### config.mk
export PLATFORM = sky130hd
export DESIGN_NAME = ascii_decimal_to_fixed_point_unit
export DESIGN_NICKNAME = d
export VERILOG_FILES = /design/src/rtl/adfp_pkg.sv /design/src/rtl/ascii_decimal_to_fixed_point_unit.sv
export SDC_FILE = /design/constraint.sdc
export NUM_CORES = 1
export LEC_CHECK = 0
export BUFFER_PORTS_ARGS = -buffer_cell sky130_fd_sc_hd__clkbuf_2
export CORE_AREA = 3 3 276 278
export CTS_CLUSTER_DIAMETER = 80
export DETAILED_ROUTE_END_ITERATION = 8
export DIE_AREA = 0 0 279 281
export GPL_TIMING_DRIVEN = 0
export PLACE_DENSITY_LB_ADDON = 0.15
export SYNTH_ARGS = -nofsm -noshare
export SYNTH_HDL_FRONTEND = slang
export SYNTH_SLANG_ARGS = --single-unit
### constraint.sdc
create_clock -name clk -period 15.4 [get_ports clk]
set_input_delay 3.08 -clock clk [delete_from_list [all_inputs] [get_ports clk]]
set_output_delay 3.08 -clock clk [all_outputs]
set_load 0.05 [all_outputs]
### src/rtl/adfp_pkg.sv
`timescale 1ns / 1ps
// Package for the ASCII decimal to fixed-point unit: character codes, limits, power-of-ten table.
package adfp_pkg;

	localparam logic [7:0] CH_ZERO  = 8'h30;
	localparam logic [7:0] CH_NINE  = 8'h39;
	localparam logic [7:0] CH_DOT   = 8'h2E;
	localparam logic [7:0] CH_PLUS  = 8'h2B;
	localparam logic [7:0] CH_MINUS = 8'h2D;
	localparam logic [7:0] CH_SPACE = 8'h20;
	localparam logic [7:0] CH_TAB   = 8'h09;
	localparam logic [7:0] CH_LF    = 8'h0A;

	localparam int MANT_W = 64;
	localparam int FCNT_W = 4;
	localparam int POW_W  = 40;
	localparam int INT_W  = 32;

	localparam logic [FCNT_W-1:0] MAX_FRAC_DIGITS = 4'd9;

	localparam logic [MANT_W-1:0] INT_CAP    = 64'h0000_0001_0000_0000;
	localparam logic [MANT_W-1:0] FRAC_GUARD = 64'hFFFF_FFFF_FFFF_FFF6 / 64'd10;

	function automatic logic [POW_W-1:0] pow_ten(input logic [FCNT_W-1:0] n);
		logic [POW_W-1:0] p;
		unique case (n)
			4'd0:    p = 40'd1;
			4'd1:    p = 40'd10;
			4'd2:    p = 40'd100;
			4'd3:    p = 40'd1000;
			4'd4:    p = 40'd10000;
			4'd5:    p = 40'd100000;
			4'd6:    p = 40'd1000000;
			4'd7:    p = 40'd10000000;
			4'd8:    p = 40'd100000000;
			4'd9:    p = 40'd1000000000;
			4'd10:   p = 40'd10000000000;
			4'd11:   p = 40'd100000000000;
			4'd12:   p = 40'd1000000000000;
			default: p = 40'd1;
		endcase
		return p;
	endfunction

endpackage

### src/rtl/ascii_decimal_to_fixed_point_unit.sv
`timescale 1ns / 1ps
// Top level: ASCII decimal string parser with an iterative fixed-point divider.
//
// Input stream s_*: one character per request in s_tdata, s_tuser[0] marks the
// first character of a new number. Leading space/tab/newline are skipped, one
// sign, integer digits, one '.', fraction digits; any other character ends the
// number and yields one result on m_*: value (signed, FRAC_BITS fraction bits)
// and a saturation flag. Characters after the end are dropped until a start.
// Timing: s_tready stays high while characters continue a number. After the
// ending request s_tready is low until the result is loaded; states SETUP,
// CHECK and DONE lie between, and SETUP goes straight to DONE when the integer
// part is out of range. When fraction digits were kept and the integer part
// is in range, the DIV state of a one-bit-per-cycle restoring divider
// (mantissa / 10^digits) comes between SETUP and CHECK. The next request is
// taken once the result is loaded into the output register.
// The result sits in an output register, so new characters are accepted while
// it waits. If the receiver stalls and a second result is ready, the block
// holds it and stops accepting until the output register frees.
// Reset (arst_n low) clears the parser to waiting for a start and empties the
// output register.
module ascii_decimal_to_fixed_point_unit
	import adfp_pkg::*;
#(
	parameter int FRAC_BITS = 16
) (
	input  logic clk,
	input  logic arst_n,
	input  logic s_tvalid,
	output logic s_tready,
	input  logic [7:0] s_tdata,                 // [7:0] ch
	input  logic [0:0] s_tuser,                 // [0] start_req
	output logic m_tvalid,
	input  logic m_tready,
	output logic [((INT_W+FRAC_BITS+1+7)/8)*8-1:0] m_tdata  // [VW-1:0] value, [VW] saturated
);

	localparam int VAL_W = INT_W + FRAC_BITS;
	localparam int OUT_W = ((VAL_W + 1 + 7) / 8) * 8;
	localparam int CNT_W = $clog2(VAL_W + 1);

	localparam logic [2:0] ST_IDLE  = 3'd0;
	localparam logic [2:0] ST_LEAD  = 3'd1;
	localparam logic [2:0] ST_INT   = 3'd2;
	localparam logic [2:0] ST_FRAC  = 3'd3;
	localparam logic [2:0] ST_SETUP = 3'd4;
	localparam logic [2:0] ST_DIV   = 3'd5;
	localparam logic [2:0] ST_CHECK = 3'd6;
	localparam logic [2:0] ST_DONE  = 3'd7;

	logic [2:0]         state_q, state_d;
	logic               neg_q, neg_d;
	logic [MANT_W-1:0]  mant_q, mant_d;
	logic [FCNT_W-1:0]  fcnt_q, fcnt_d;
	logic               ovf_q, ovf_d;

	logic [POW_W-1:0]   p_q;
	logic [POW_W:0]     r_q;
	logic [VAL_W-1:0]   sh_q;
	logic [CNT_W-1:0]   cnt_q;
	logic               sat_q;

	logic               m_tvalid_q;
	logic [OUT_W-1:0]   m_tdata_q;

	logic               s_fire;
	logic               start;
	logic [2:0]         eff_state;
	logic               eff_neg;
	logic [MANT_W-1:0]  eff_mant;
	logic [FCNT_W-1:0]  eff_fcnt;
	logic               eff_ovf;
	logic [7:0]         ch;
	logic               is_digit;
	logic               is_ws;
	logic [3:0]         dig;
	logic [MANT_W-1:0]  mul10;

	logic [POW_W-1:0]   pow_sel;
	logic               too_big;
	logic [POW_W:0]     r_shift;
	logic               r_ge;
	logic [VAL_W-1:0]   limit;
	logic               out_free;
	logic [VAL_W-1:0]   value_out;

	assign s_tready  = ~state_q[2];
	assign s_fire    = s_tvalid & s_tready;
	assign m_tvalid  = m_tvalid_q;
	assign m_tdata   = m_tdata_q;
	assign out_free  = ~m_tvalid_q | m_tready;

	assign ch        = s_tdata;
	assign start     = s_tuser[0];
	assign eff_state = start ? ST_LEAD : state_q;
	assign eff_neg   = start ? 1'b0 : neg_q;
	assign eff_mant  = start ? '0 : mant_q;
	assign eff_fcnt  = start ? '0 : fcnt_q;
	assign eff_ovf   = start ? 1'b0 : ovf_q;

	assign is_digit  = (ch >= CH_ZERO) && (ch <= CH_NINE);
	assign is_ws     = (ch == CH_SPACE) || (ch == CH_TAB) || (ch == CH_LF);
	assign dig       = 4'(ch - CH_ZERO);
	assign mul10     = (eff_mant << 3) + (eff_mant << 1) + MANT_W'(dig);

	assign pow_sel   = pow_ten(fcnt_q);
	assign too_big   = {8'd0, mant_q} >= {pow_sel, 32'd0};
	assign r_shift   = {r_q[POW_W-1:0], sh_q[VAL_W-1]};
	assign r_ge      = r_shift >= {1'b0, p_q};
	assign limit     = {neg_q, {(VAL_W-1){~neg_q}}};
	assign value_out = neg_q ? (VAL_W'(0) - sh_q) : sh_q;

	// character parser and result sequencing
	always_comb begin
		state_d = state_q;
		neg_d   = neg_q;
		mant_d  = mant_q;
		fcnt_d  = fcnt_q;
		ovf_d   = ovf_q;
		if (s_fire) begin
			neg_d   = eff_neg;
			mant_d  = eff_mant;
			fcnt_d  = eff_fcnt;
			ovf_d   = eff_ovf;
			state_d = eff_state;
			unique case (eff_state)
				ST_LEAD: begin
					if (is_ws) begin
						state_d = ST_LEAD;
					end else if (ch == CH_PLUS || ch == CH_MINUS) begin
						neg_d   = (ch == CH_MINUS);
						state_d = ST_INT;
					end else if (is_digit) begin
						mant_d  = (mul10 > INT_CAP) ? INT_CAP : mul10;
						ovf_d   = mul10 > INT_CAP;
						state_d = ST_INT;
					end else if (ch == CH_DOT) begin
						state_d = ST_FRAC;
					end else begin
						state_d = ST_SETUP;
					end
				end
				ST_INT: begin
					if (is_digit) begin
						mant_d = (mul10 > INT_CAP) ? INT_CAP : mul10;
						ovf_d  = eff_ovf | (mul10 > INT_CAP);
					end else if (ch == CH_DOT) begin
						state_d = ST_FRAC;
					end else begin
						state_d = ST_SETUP;
					end
				end
				ST_FRAC: begin
					if (is_digit) begin
						if (eff_fcnt < MAX_FRAC_DIGITS && eff_mant <= FRAC_GUARD) begin
							mant_d = mul10;
							fcnt_d = eff_fcnt + 1'b1;
						end
					end else begin
						state_d = ST_SETUP;
					end
				end
				default: state_d = ST_IDLE;
			endcase
		end else begin
			unique case (state_q)
				ST_SETUP: begin
					if (ovf_q || too_big) begin
						state_d = ST_DONE;
					end else if (fcnt_q == '0) begin
						state_d = ST_CHECK;
					end else begin
						state_d = ST_DIV;
					end
				end
				ST_DIV:   state_d = (cnt_q == CNT_W'(1)) ? ST_CHECK : ST_DIV;
				ST_CHECK: state_d = ST_DONE;
				ST_DONE:  state_d = out_free ? ST_IDLE : ST_DONE;
				default:  state_d = state_q;
			endcase
		end
	end

	always_ff @(posedge clk or negedge arst_n) begin
		if (!arst_n) begin
			state_q <= ST_IDLE;
			neg_q   <= 1'b0;
			mant_q  <= '0;
			fcnt_q  <= '0;
			ovf_q   <= 1'b0;
		end else begin
			state_q <= state_d;
			neg_q   <= neg_d;
			mant_q  <= mant_d;
			fcnt_q  <= fcnt_d;
			ovf_q   <= ovf_d;
		end
	end

	// restoring divider, one quotient bit per cycle
	always_ff @(posedge clk or negedge arst_n) begin
		if (!arst_n) begin
			cnt_q <= '0;
			sat_q <= 1'b0;
		end else begin
			unique case (state_q)
				ST_SETUP: begin
					cnt_q <= CNT_W'(VAL_W);
					sat_q <= ovf_q | too_big;
				end
				ST_DIV:   cnt_q <= cnt_q - 1'b1;
				ST_CHECK: sat_q <= sat_q | (sh_q > limit);
				default:  cnt_q <= cnt_q;
			endcase
		end
	end

	always_ff @(posedge clk) begin
		unique case (state_q)
			ST_SETUP: begin
				p_q <= pow_sel;
				r_q <= {9'd0, mant_q[MANT_W-1:INT_W]};
				if (ovf_q || too_big) begin
					sh_q <= limit;
				end else begin
					sh_q <= {mant_q[INT_W-1:0], {FRAC_BITS{1'b0}}};
				end
			end
			ST_DIV: begin
				r_q  <= r_ge ? (r_shift - {1'b0, p_q}) : r_shift;
				sh_q <= {sh_q[VAL_W-2:0], r_ge};
			end
			ST_CHECK: begin
				if (sat_q || sh_q > limit) begin
					sh_q <= limit;
				end
			end
			default: sh_q <= sh_q;
		endcase
	end

	// output register
	always_ff @(posedge clk or negedge arst_n) begin
		if (!arst_n) begin
			m_tvalid_q <= 1'b0;
		end else if (state_q == ST_DONE && out_free) begin
			m_tvalid_q <= 1'b1;
		end else if (m_tready) begin
			m_tvalid_q <= 1'b0;
		end
	end

	always_ff @(posedge clk) begin
		if (state_q == ST_DONE && out_free) begin
			m_tdata_q <= OUT_W'({sat_q, value_out});
		end
	end

`ifndef NO_ASSERTIONS
	a_div_count: assert property (@(posedge clk) disable iff (!arst_n)
		state_q == ST_DIV |-> cnt_q != '0)
		else $error("divider running with zero count");

	a_div_rem: assert property (@(posedge clk) disable iff (!arst_n)
		state_q == ST_DIV |-> r_q < {1'b0, p_q})
		else $error("divider remainder not below divisor");

	a_hold_result: assert property (@(posedge clk) disable iff (!arst_n)
		(state_q == ST_DONE && m_tvalid_q && !m_tready) |=> state_q == ST_DONE)
		else $error("result left while output register busy");

	a_sat_value: assert property (@(posedge clk) disable iff (!arst_n)
		(m_tvalid_q && m_tdata_q[VAL_W]) |->
		(m_tdata_q[VAL_W-1:0] == {1'b0, {(VAL_W-1){1'b1}}}) ||
		(m_tdata_q[VAL_W-1:0] == {1'b1, {(VAL_W-1){1'b0}}}))
		else $error("saturated result not at a range limit");

	a_no_accept_busy: assert property (@(posedge clk) disable iff (!arst_n)
		(state_q == ST_SETUP || state_q == ST_DIV) |-> !s_tready)
		else $error("request taken while divider busy");
`endif

endmodule
# After elaboration in Yosys (flattened, before gate mapping)

Memories as Yosys holds them, arrays and structs flattened.
Cells that the tools add are included.
Widths: inputs -> output; s select.

Register bits: 258
Memory bits (read-only): 640
Input bits: 13
Output and inout port bits: 58
Logic and storage cells: 112
Memories: 1

Add/sub/neg operators: 7
$lt $le $gt $ge: 8
Eq/ne operators: 15
Multiplexer cells: 46
Bitwise logic cells: 8
Reductions and logical operators: 15

Memory list:

| memory          | words | bits a word | rd ports | clocked after Yosys merged registers in | write ports | line           | source |
|---|---|---|---|---|---|---|---|
| (no name shown) | 16    | 40          | 1        | 0                                       | 0           | adfp_pkg.sv:26 | `unique case (n)` |

Operators with widths:

| operator              | count |
|---|---|
| $mux 64               | 7 |
| $pmux 64 s3           | 1 |
| $mux 48               | 3 |
| $pmux 48 s3           | 1 |
| $pmux 40 s2           | 1 |
| $ge 64x72->1          | 1 |
| $add 64x4->64         | 1 |
| $add 64x64->64        | 1 |
| $gt 64x33->1 const B  | 1 |
| $le 64x61->1 const B  | 1 |
| $gt 48x48->1          | 1 |
| $sub 1x48->48 const A | 1 |
| $ge 41x40->1          | 1 |
| $mux 40               | 1 |
| $sub 40x40->40        | 1 |
| $eq 8x6->1 const B    | 4 |
| $mux 3                | 9 |
| $eq 8x4->1 const B    | 2 |
| $mux 4                | 4 |
| $eq 3x3->1 const B    | 4 |
| $pmux 3 s4            | 1 |
| $pmux 6 s2            | 1 |
| $mux 1                | 11 |
| $pmux 3 s3            | 1 |
| other kinds (22)      | 39 |

# Logic depth before layout (Yosys ltp)

Gate-level depths: netlist of the first run.

Depth after elaboration: 9
Gate-level depth with buffers: 24
Mapped depth without buffers: 20

# Worst setup path before layout of the first run

OpenSTA, ideal clock, no wires.

Kind: input port to flip-flop
Start: input s_tuser
End: register mant_q[12]
Library setup time: 0.095 ns
Arrival: 8.319 ns
Data required time: 15.305 ns
Setup slack: 6.986 ns
Stages: 22
Buffers on the path: 7
Cell sequence: clkbuf_1 clkbuf_1 clkbuf_1 clkbuf_1 nor2b_1 ha_1 ha_1 clkbuf_1 a21oi_1 o21a_1 o221ai_1 a21o_1 a32oi_2 a211oi_1 or2_2 xnor2_1 or3b_2 or4_1 buf_2 o21a_1 buf_2 o31ai_1

Word-level cells in the longest chain between the ends: 9
Elaborated cells between the ends (all ways): 19
Classes of those cells: add/sub: 2; order compare: 3; eq/ne: 3; mux: 10; reduce/logical: 1

Ends and longest elaborated chain:

| element              | line                                                                               | source |
|---|---|---|
| start, declared      | ascii_decimal_to_fixed_point_unit.sv:31                                            | `input logic [0:0] s_tuser,` |
| $mux 64              | ascii_decimal_to_fixed_point_unit.sv:96                                            | `assign eff_mant = start ? '0 : mant_q;` |
| $add 64x64->64       | ascii_decimal_to_fixed_point_unit.sv:103                                           | `assign mul10 = (eff_mant << 3) + (eff_mant << 1) + MANT_W'(dig);` |
| $add 64x4->64        | ascii_decimal_to_fixed_point_unit.sv:103                                           |  |
| $gt 64x33->1         | ascii_decimal_to_fixed_point_unit.sv:133, ascii_decimal_to_fixed_point_unit.sv:144 |  |
| $mux 64              | ascii_decimal_to_fixed_point_unit.sv:133, ascii_decimal_to_fixed_point_unit.sv:144 |  |
| $mux 64              | ascii_decimal_to_fixed_point_unit.sv:132, ascii_decimal_to_fixed_point_unit.sv:143 |  |
| $mux 64              | ascii_decimal_to_fixed_point_unit.sv:129                                           | `end else if (ch == CH_PLUS \|\| ch == CH_MINUS) begin` |
| $mux 64              | ascii_decimal_to_fixed_point_unit.sv:127                                           | `if (is_ws) begin` |
| $pmux 64 s3 *        | ascii_decimal_to_fixed_point_unit.sv:125                                           | `unique case (eff_state)` |
| end signal, assigned | ascii_decimal_to_fixed_point_unit.sv:193                                           | `mant_q <= mant_d;` |
| end, declared        | ascii_decimal_to_fixed_point_unit.sv:52                                            | `logic [MANT_W-1:0] mant_q, mant_d;` |

Every way passes the cells marked *; elsewhere a longest branch is shown, timed or not.
A chain may end at the register's enable or synchronous reset.

# Worst setup path in the final report of the first run

Start: input s_tuser
End: register mant_q[21]

Same word-level chain as after synthesis.

==> metrics, run 1 <==
run status=finished clean; total power of the final layout=3.919 mW; nets=2,910; CTS root buf=clkbuf_16; wire length per cell after detailed routing=21.82 um; Post-Syn Instances=2,536; final worst clock skew=0.01336 ns; initial core utilization=29.87%; worst stage delay on the critical path=1.09 ns; maximum number of pins on one net before global-route repair=50; DP HPWL=62,550 um; Global Route met3 Usage=1.470%; dominant combinational cell family by area after synthesis=compound AO/OA/AOI/OAI gates; share of cell area taken by muxes after synthesis=0.3726%; final setup fails=0; Post-CTS Setup Inserts=0; area of the mapped netlist=22,160 sq um; I/O Pins=71; # clock sinks=250; register bit count reported by yosys=250; DRC marker count from the first detailed-route iteration=1,686; post-route DRC violation count=0; clock slew seen by the registers of the worst setup and hold paths=0.06 ns; transition time at the pin with the least slew margin=1.166 ns; internal power=2.114 mW; top cell types by occurrence after synthesis=253 x ha_1, 218 x o21ai_0, 216 x nand2_1; cell with the most instances after synthesis=ha_1; leakage power summed over all cells=10.57 nW; Routed Antenna Nets=0; proportion of register bits with asynchronous set or reset after synthesis=32.40%; final RePlAce weighted congestion=0.8708; share of total power in sequential cells=32.0%; Worst Setup End Kind=flip-flop; number of failing hold endpoints at the final stage=0; number of vias after detailed routing=20,730; warnings from Yosys=0; initial antenna violation count=1; clock network fraction of total power=17.5%; busiest layer in global routing=met2; sequential-to-total area share from yosys stat=32.05%; input/output buffers=62; kind of cell with the highest combined delay on the critical path=buffers and inverters; die outline width=279 um; area of the core region=74,200 sq um; adder-cell share of the synthesized area=14.46%; Vias/cell=5.707; post-synthesis share of cell area spent on and, or, nand and nor gates=18.75%; share of final-layout standard cells stronger than drive strength 1=6.381%; GRT overflow=0; maximum ir drop on the vdd rail=0.09882 mV; Fin Hold WS=0.5111 ns; type of the worst min-delay path=flip-flop to flip-flop; GR Layer Usage met1=27.12%; class of the most critical setup path=primary input to flip-flop; largest driver fanout on the critical path=10; Post-synth EDFFs=169; unrepaired setup endpoints after global routing=false; highest attainable clock frequency=95.01 MHz; share of the synthesized area in compound gates (AO/OA/AOI/OAI)=25.41%; Tmin final=10.52 ns; power per cell area=157.9 nW/um^2; maximum clock insertion buffer count=3; Area Overhead vs Synth=12.01%; fill cell instance count of the final layout=7,723; top cells by area, synth=edfxtp_1 23%, ha_1 14%, dfrtp_1 9.1%, o21ai_0 4.9%, a21oi_1 3.7%; Post-Synth XOR/XNOR Area=4.782%; worst-skew pair later-pin latency=0.58 ns; post-route setup TNS=0 ns; Switching Share=46.07%; Synth area leader=edfxtp_1; number of gates resized after cts=0; buffering stage count on the worst path with inverters included=8; standard-cell rows=100; Final Max Tran Viols=0; CTS H-tree lvls=1; clock buffer count from CTS=28; Initial DRT Pass Iterations=6; global-route wire length before repair=123,000 um; vertical die dimension=281 um; data required time of the critical path=15.91 ns; clock tree from TritonCTS=built; post-synth top area share=22.90%; worst slew margin relative to its limit=20.22%; Post-Route WL=79,270 um; Tcrit/Tclk final=68.34%; GRT met2 Usage=33.00%; critical path's slowest cell=a2111oi_0; post-synthesis area per instance=8.739 sq um; Unique masters post-synth=90; cells traversed along the worst timing path=clkbuf_2, clkbuf_1, clkbuf_1, clkbuf_1, clkbuf_1, nor2b_1, ha_1, ha_1, clkbuf_1, nand4_1, nor4_1, nand3_1, a2111oi_0, nor2_1, o21ba_2, nor4_1, nand3_1, or4_1, buf_2, o31ai_4, buf_4, a22o_1; share of total power in combinational logic=50.5%; count of maximum capacitance violations=0; Worst Path Arrival=11.03 ns; Antenna Diode Count=0; overall track demand over capacity in global routing=19.70%; hold-fix buffer count after cts=0; commonest register cell after synthesis=edfxtp_1; switching power=1.805 mW; Die Outline Area=78,400 sq um; number of global-route vias before repair=20,550; Critical Path Source Type=primary input; most frequent cell on the critical path=clkbuf_1
layout by cell type (no fill, tap or decap), types with 9 or more instances in the layout:
cell type	count
o21bai_1	14
and2_1	18
a211o_1	14
a21boi_0	12
or2_2	9
nand3_1	73
nor2_1	173
or3_1	21
o21a_1	42
nand2_1	216
o21ai_0	218
xor2_1	32
nand4_1	62
clkbuf_1	118
nor3_1	35
a31oi_1	41
o41ai_1	10
a32oi_1	37
nand2b_1	26
inv_1	104
clkbuf_16	28
nor2b_1	84
a21oi_1	162
edfxtp_1	169
o211ai_1	23
o31ai_1	45
xnor2_1	89
a22o_1	38
dfrtp_1	80
and3_1	15
ha_1	253
a21o_1	71
a311oi_1	9
o22ai_1	10
a211oi_1	19
clkbuf_2	61
nor4_1	32
or4_1	12
per-stage QoR:
| stage | setup slack [ns] | cell area, sq um | utilization [%] | instances |
|---|---|---|---|---|
| 3_5_place_dp | 4.322 | 23910 | 32.23 | 3581 |
| 5_1_grt | 4.463 | 24820 | 33.46 | 3633 |
| 6_report | 4.875 | 24820 | 33.46 | 3633 |
| 3_3_place_gp | 4.342 | 23710 | 31.95 | 3573 |
| 4_1_cts | 4.919 | 24820 | 33.46 | 3633 |
| 2_1_floorplan | 6.986 | 22180 | - | 2542 |
worst paths after layout:
check                      slack [ns]  cells after the start       from         end
setup / recovery                 4.88                     22    s_tuser  mant_q[21]
hold reg to reg                  0.51                      0    sh_q[0]  m_tdata[0]
min in group asynchronous        2.52                      1     arst_n       sat_q
setup reg to reg                 8.60                     17  mant_q[3]  mant_q[21]
hold / removal                   0.51                      0    sh_q[0]  m_tdata[0]
max in group asynchronous       12.21                      2     arst_n  mant_q[51]
power by group through the flow:
stage | clock, mW | combinational, mW | sequential, mW
finish | 0.687 | 1.98 | 1.25
global placement | 0 | 1.88 | 1.28
floorplan | 0 | 1.30 | 1.27
detailed placement | 0 | 1.96 | 1.26
global route | 0.723 | 2.20 | 1.28
CTS | 0.700 | 1.97 | 1.25
worst reg2reg max path: cells and delay by family, from the launching register on:
| family | cells | cell delay [ns] |
|---|---|---|
| buffers and inverters | 2 | 0.56 |
| xor gates and xnor gates | 1 | 0.23 |
| and+or+nand+nor | 6 | 2.62 |
| AOI/OAI and AO/OA | 6 | 2.05 |
| DFF | 1 | 0.59 |
| adders and majority gates | 2 | 0.69 |
state kept, by name, summed over array words and instances, names as in the netlist:
register and flops:
sh_q 48, cnt_q 6, mant_q 64, ovf_q 1, m_tdata 49, fcnt_q 4, sat_q 1, p_q 32
neg_q 1, r_q 40, state_q 3, m_tvalid 1
logic make-up after synthesis:
| group | Yosys count |
|---|---|
| DFF | 250 |
| and+or+nand+nor | 819 |
| xor gates and xnor gates | 121 |
| AOI/OAI and AO/OA | 847 |
| other | 1 |
| buffers and inverters | 235 |
| muxes | 8 |
| adders and majority gates | 255 |
area by class of cell:
class | instances | area (sq um) | area share, %
tap | 969 | 1212 | 4.884
buffer | 128 | 519.2 | 2.092
timing repair buffer | 70 | 485.5 | 1.956
multi-input combinational | 2057 | 14190 | 57.17
clock inverter | 11 | 118.9 | 0.4789
inverter | 107 | 402.9 | 1.623
sequential | 250 | 7103 | 28.62
clock buffer | 41 | 789.5 | 3.181
metal layers:
metal	wire length [um]	part of all wire (%)	vias to the layer above
li1	-	-	9829
met1	36870	47	10140
met2	36340	46	630
met3	3553	4.5	133
met4	2496	3.1	2
met5	9	0.011	-
No activity file was read; power rests on OpenSTA's default activity.
==> inputs of run 2 (changes only) <==
==> constraint.sdc (replaced) <==
create_clock -name clk -period 8.4 [get_ports clk]
set_input_delay 1.68 -clock clk [delete_from_list [all_inputs] [get_ports clk]]
set_output_delay 1.68 -clock clk [all_outputs]
set_load 0.05 [all_outputs]
==> metrics, run 2 (synthesis gave the netlist of run 1 again) <==
kind of cell with the highest combined delay on the critical path=compound AO/OA/AOI/OAI gates; Antenna Diode Count=0 (unchanged); DRC marker count from the first detailed-route iteration=1,587 (-5.9%); Tcrit/Tclk final=96.34%; cells traversed along the worst timing path=clkbuf_4, inv_1, clkbuf_1, nand2_1, inv_1, ha_1, ha_1, o21ai_0, o211ai_1, nand4_1, a2111oi_1, a311oi_1, xnor2_1, or3_1, nor4_1, nand3_1, or4_1, buf_2, o31ai_4, buf_4, a22o_1; Switching Share=46.08% (about the same); share of final-layout standard cells stronger than drive strength 1=6.499% (+0.12 points); instance count on the critical path=21 (-4.5%); fill cell instance count of the final layout=7,725 (+0.026%); Worst Path Arrival=8.60 ns (-2.43 ns); Area Overhead vs Synth=12.05% (about the same); Worst Setup End Kind=flip-flop; overall track demand over capacity in global routing=19.65% (-0.045 points); initial core utilization=29.87% (unchanged); hold-fix buffer count after cts=0 (unchanged); initial antenna violation count=1 (unchanged); area of the core region=74,200 sq um (unchanged); unrepaired setup endpoints after global routing=false; worst stage delay on the critical path=0.90 ns (-0.19 ns); critical path's slowest cell=a2111oi_1; buffering stage count on the worst path with inverters included=6 (-2); total area of multi-input combinational cells=14,200 sq um (about the same); run status=finished clean; transition time at the pin with the least slew margin=1.018 ns (-0.1484 ns); power per cell area=289.4 nW/um^2 (+83%); maximum number of pins on one net before global-route repair=50 (unchanged); launching instance or port of the critical path=s_tuser; Post-CTS Setup Inserts=0 (unchanged); maximum clock insertion buffer count=3 (unchanged); input/output buffers=62 (unchanged); register with the highest flop count=mant_q; post-layout worst setup margin=0.3078 ns (-4.567 ns); flip-flop count of the largest register, all copies and words added=64 (unchanged); class of the most critical setup path=primary input to flip-flop; type of the worst min-delay path=flip-flop to flip-flop; clock buffer count from CTS=28 (unchanged); I/O Pins=71 (unchanged); CTS root buf=clkbuf_16; highest attainable clock frequency=123.6 MHz; Routed Antenna Nets=0 (unchanged); Final Max Tran Viols=0 (unchanged); number of global-route vias before repair=20,540 (-0.063%); number of vias after detailed routing=20,740 (+0.029%); setup slack of the worst register-to-register path=1.57 ns (-7.03 ns); Post-Route WL=79,240 um (about the same); final RePlAce weighted congestion=0.8708 (unchanged); total power of the final layout=7.187 mW (+83%); wire length per cell after detailed routing=21.82 um (about the same); # clock sinks=250 (unchanged); standard-cell rows=100 (unchanged); highest-count cells in the layout ignoring fill and taps=253 x ha_1, 218 x o21ai_0, 216 x nand2_1, 173 x nor2_1, 169 x edfxtp_1; leading cell type in the layout, fill and taps excluded=ha_1; CTS H-tree lvls=1 (unchanged); RR Startpoint=mant_q[3]; clock slew seen by the registers of the worst setup and hold paths=0.06 ns (about the same); nets=2,908 (-0.069%); worst-skew pair later-pin latency=0.58 ns (about the same); Tmin final=8.092 ns; post-route DRC violation count=0 (unchanged); GRT overflow=0 (unchanged); largest driver fanout on the critical path=27 (+17); data required time of the critical path=8.91 ns (-7.00 ns); leakage power summed over all cells=10.57 nW (about the same); vertical die dimension=281 um (unchanged); Vias/cell=5.712 (about the same); number of failing hold endpoints at the final stage=0 (unchanged); sequential cell area in the final layout=7103 sq um (unchanged); count of maximum capacitance violations=0 (unchanged); worst slew margin relative to its limit=31.50% (+11 points); Crit Reg-Reg Endpoint=mant_q[21]; maximum ir drop on the vdd rail=0.1813 mV (+83%); switching power=3.312 mW (+83%); share of total power in combinational logic=50.5% (about the same); Critical Path Source Type=primary input; final setup fails=0 (unchanged); die outline width=279 um (unchanged); internal power=3.876 mW (+83%); clock network fraction of total power=17.5% (about the same); final worst clock skew=0.01562 ns (+0.002254 ns); clock tree from TritonCTS=built; Worst R2R Path Depth=17 (unchanged); Initial DRT Pass Iterations=8 (+2); setup slack after placement=-1.278 ns (-5.600 ns); global-route wire length before repair=122,700 um (-0.20%); DP HPWL=62,550 um (unchanged); share of total power in sequential cells=32.0% (about the same); Die Outline Area=78,400 sq um (unchanged); destination of the critical timing path=mant_q[21]
[run 2: what timing repair did]
action	4_1_cts	5_1_grt
gates resized for setup	2	4
setup endpoints to repair	39	21
cloned	0	0
[run 2: worst min path at each step]
stage,cells past startpoint,startpoint,to
finish,0,sh_q[0],m_tdata[0]
CTS,0,sh_q[0],m_tdata[0]
floorplan,0,sat_q,m_tdata[48]
detailed placement,0,sh_q[0],m_tdata[0]
global route,0,sh_q[0],m_tdata[0]
global placement,1,cnt_q[5],cnt_q[5]
[run 2: layout make-up]
cell class / instances / area share, %
clock inverter: 11 / 0.4787
clock buffer: 41 / 3.179
inverter: 107 / 1.622
sequential: 250 / 28.61
tap: 969 / 4.883
multi-input combinational: 2057 / 57.20
timing repair buffer: 70 / 1.965
buffer: 126 / 2.066
[run 2: worst reg2reg max path, cell delays in order, from the launching register on]
cell,delay [ns]
dfrtp_1,0.60
nor2b_1,0.50
ha_1,0.33
ha_1,0.36
o21ai_0,0.29
o211ai_1,0.42
nand4_1,0.29
a2111oi_1,0.90
a311oi_1,0.24
xnor2_1,0.25
or3_1,0.40
nor4_1,0.29
nand3_1,0.12
or4_1,0.51
buf_2,0.24
o31ai_4,0.53
buf_4,0.33
a22o_1,0.16
[run 2: metrics by stage]
| stage | utilization (%) | std cells | hold slack, ns | TNS [ns] | area [sq um] |
|---|---|---|---|---|---|
| 2_1_floorplan | - | 2542 | 0.4486 | 0 | 22180 |
| 3_3_place_gp | 31.95 | 3573 | 0.4842 | -120.31 | 23710 |
| 3_5_place_dp | 32.23 | 3581 | 0.4997 | -41.19 | 23910 |
| 4_1_cts | 33.46 | 3631 | 0.5179 | 0 | 24820 |
| 5_1_grt | 33.47 | 3631 | 0.5377 | 0 | 24830 |
| 6_report | 33.47 | 3631 | 0.5126 | 0 | 24830 |
[run 2: power by group through the flow]
stage	logic, mW	registers [mW]	clock network [mW]
detailed placement	3.59	2.31	0
CTS	3.62	2.29	1.28
global route	4.04	2.34	1.33
finish	3.63	2.30	1.26
global placement	3.45	2.35	0
floorplan	2.39	2.33	0
[run 2: per-layer routing]
metal | global-route usage [%] | vias to the layer above | wire [um]
met5 | 0 | - | 9
met4 | 5.859 | 2 | 2254
met3 | 1.470 | 119 | 3481
met2 | 32.96 | 630 | 36600
met1 | 27.12 | 10160 | 36890
li1 | - | 9828 | -
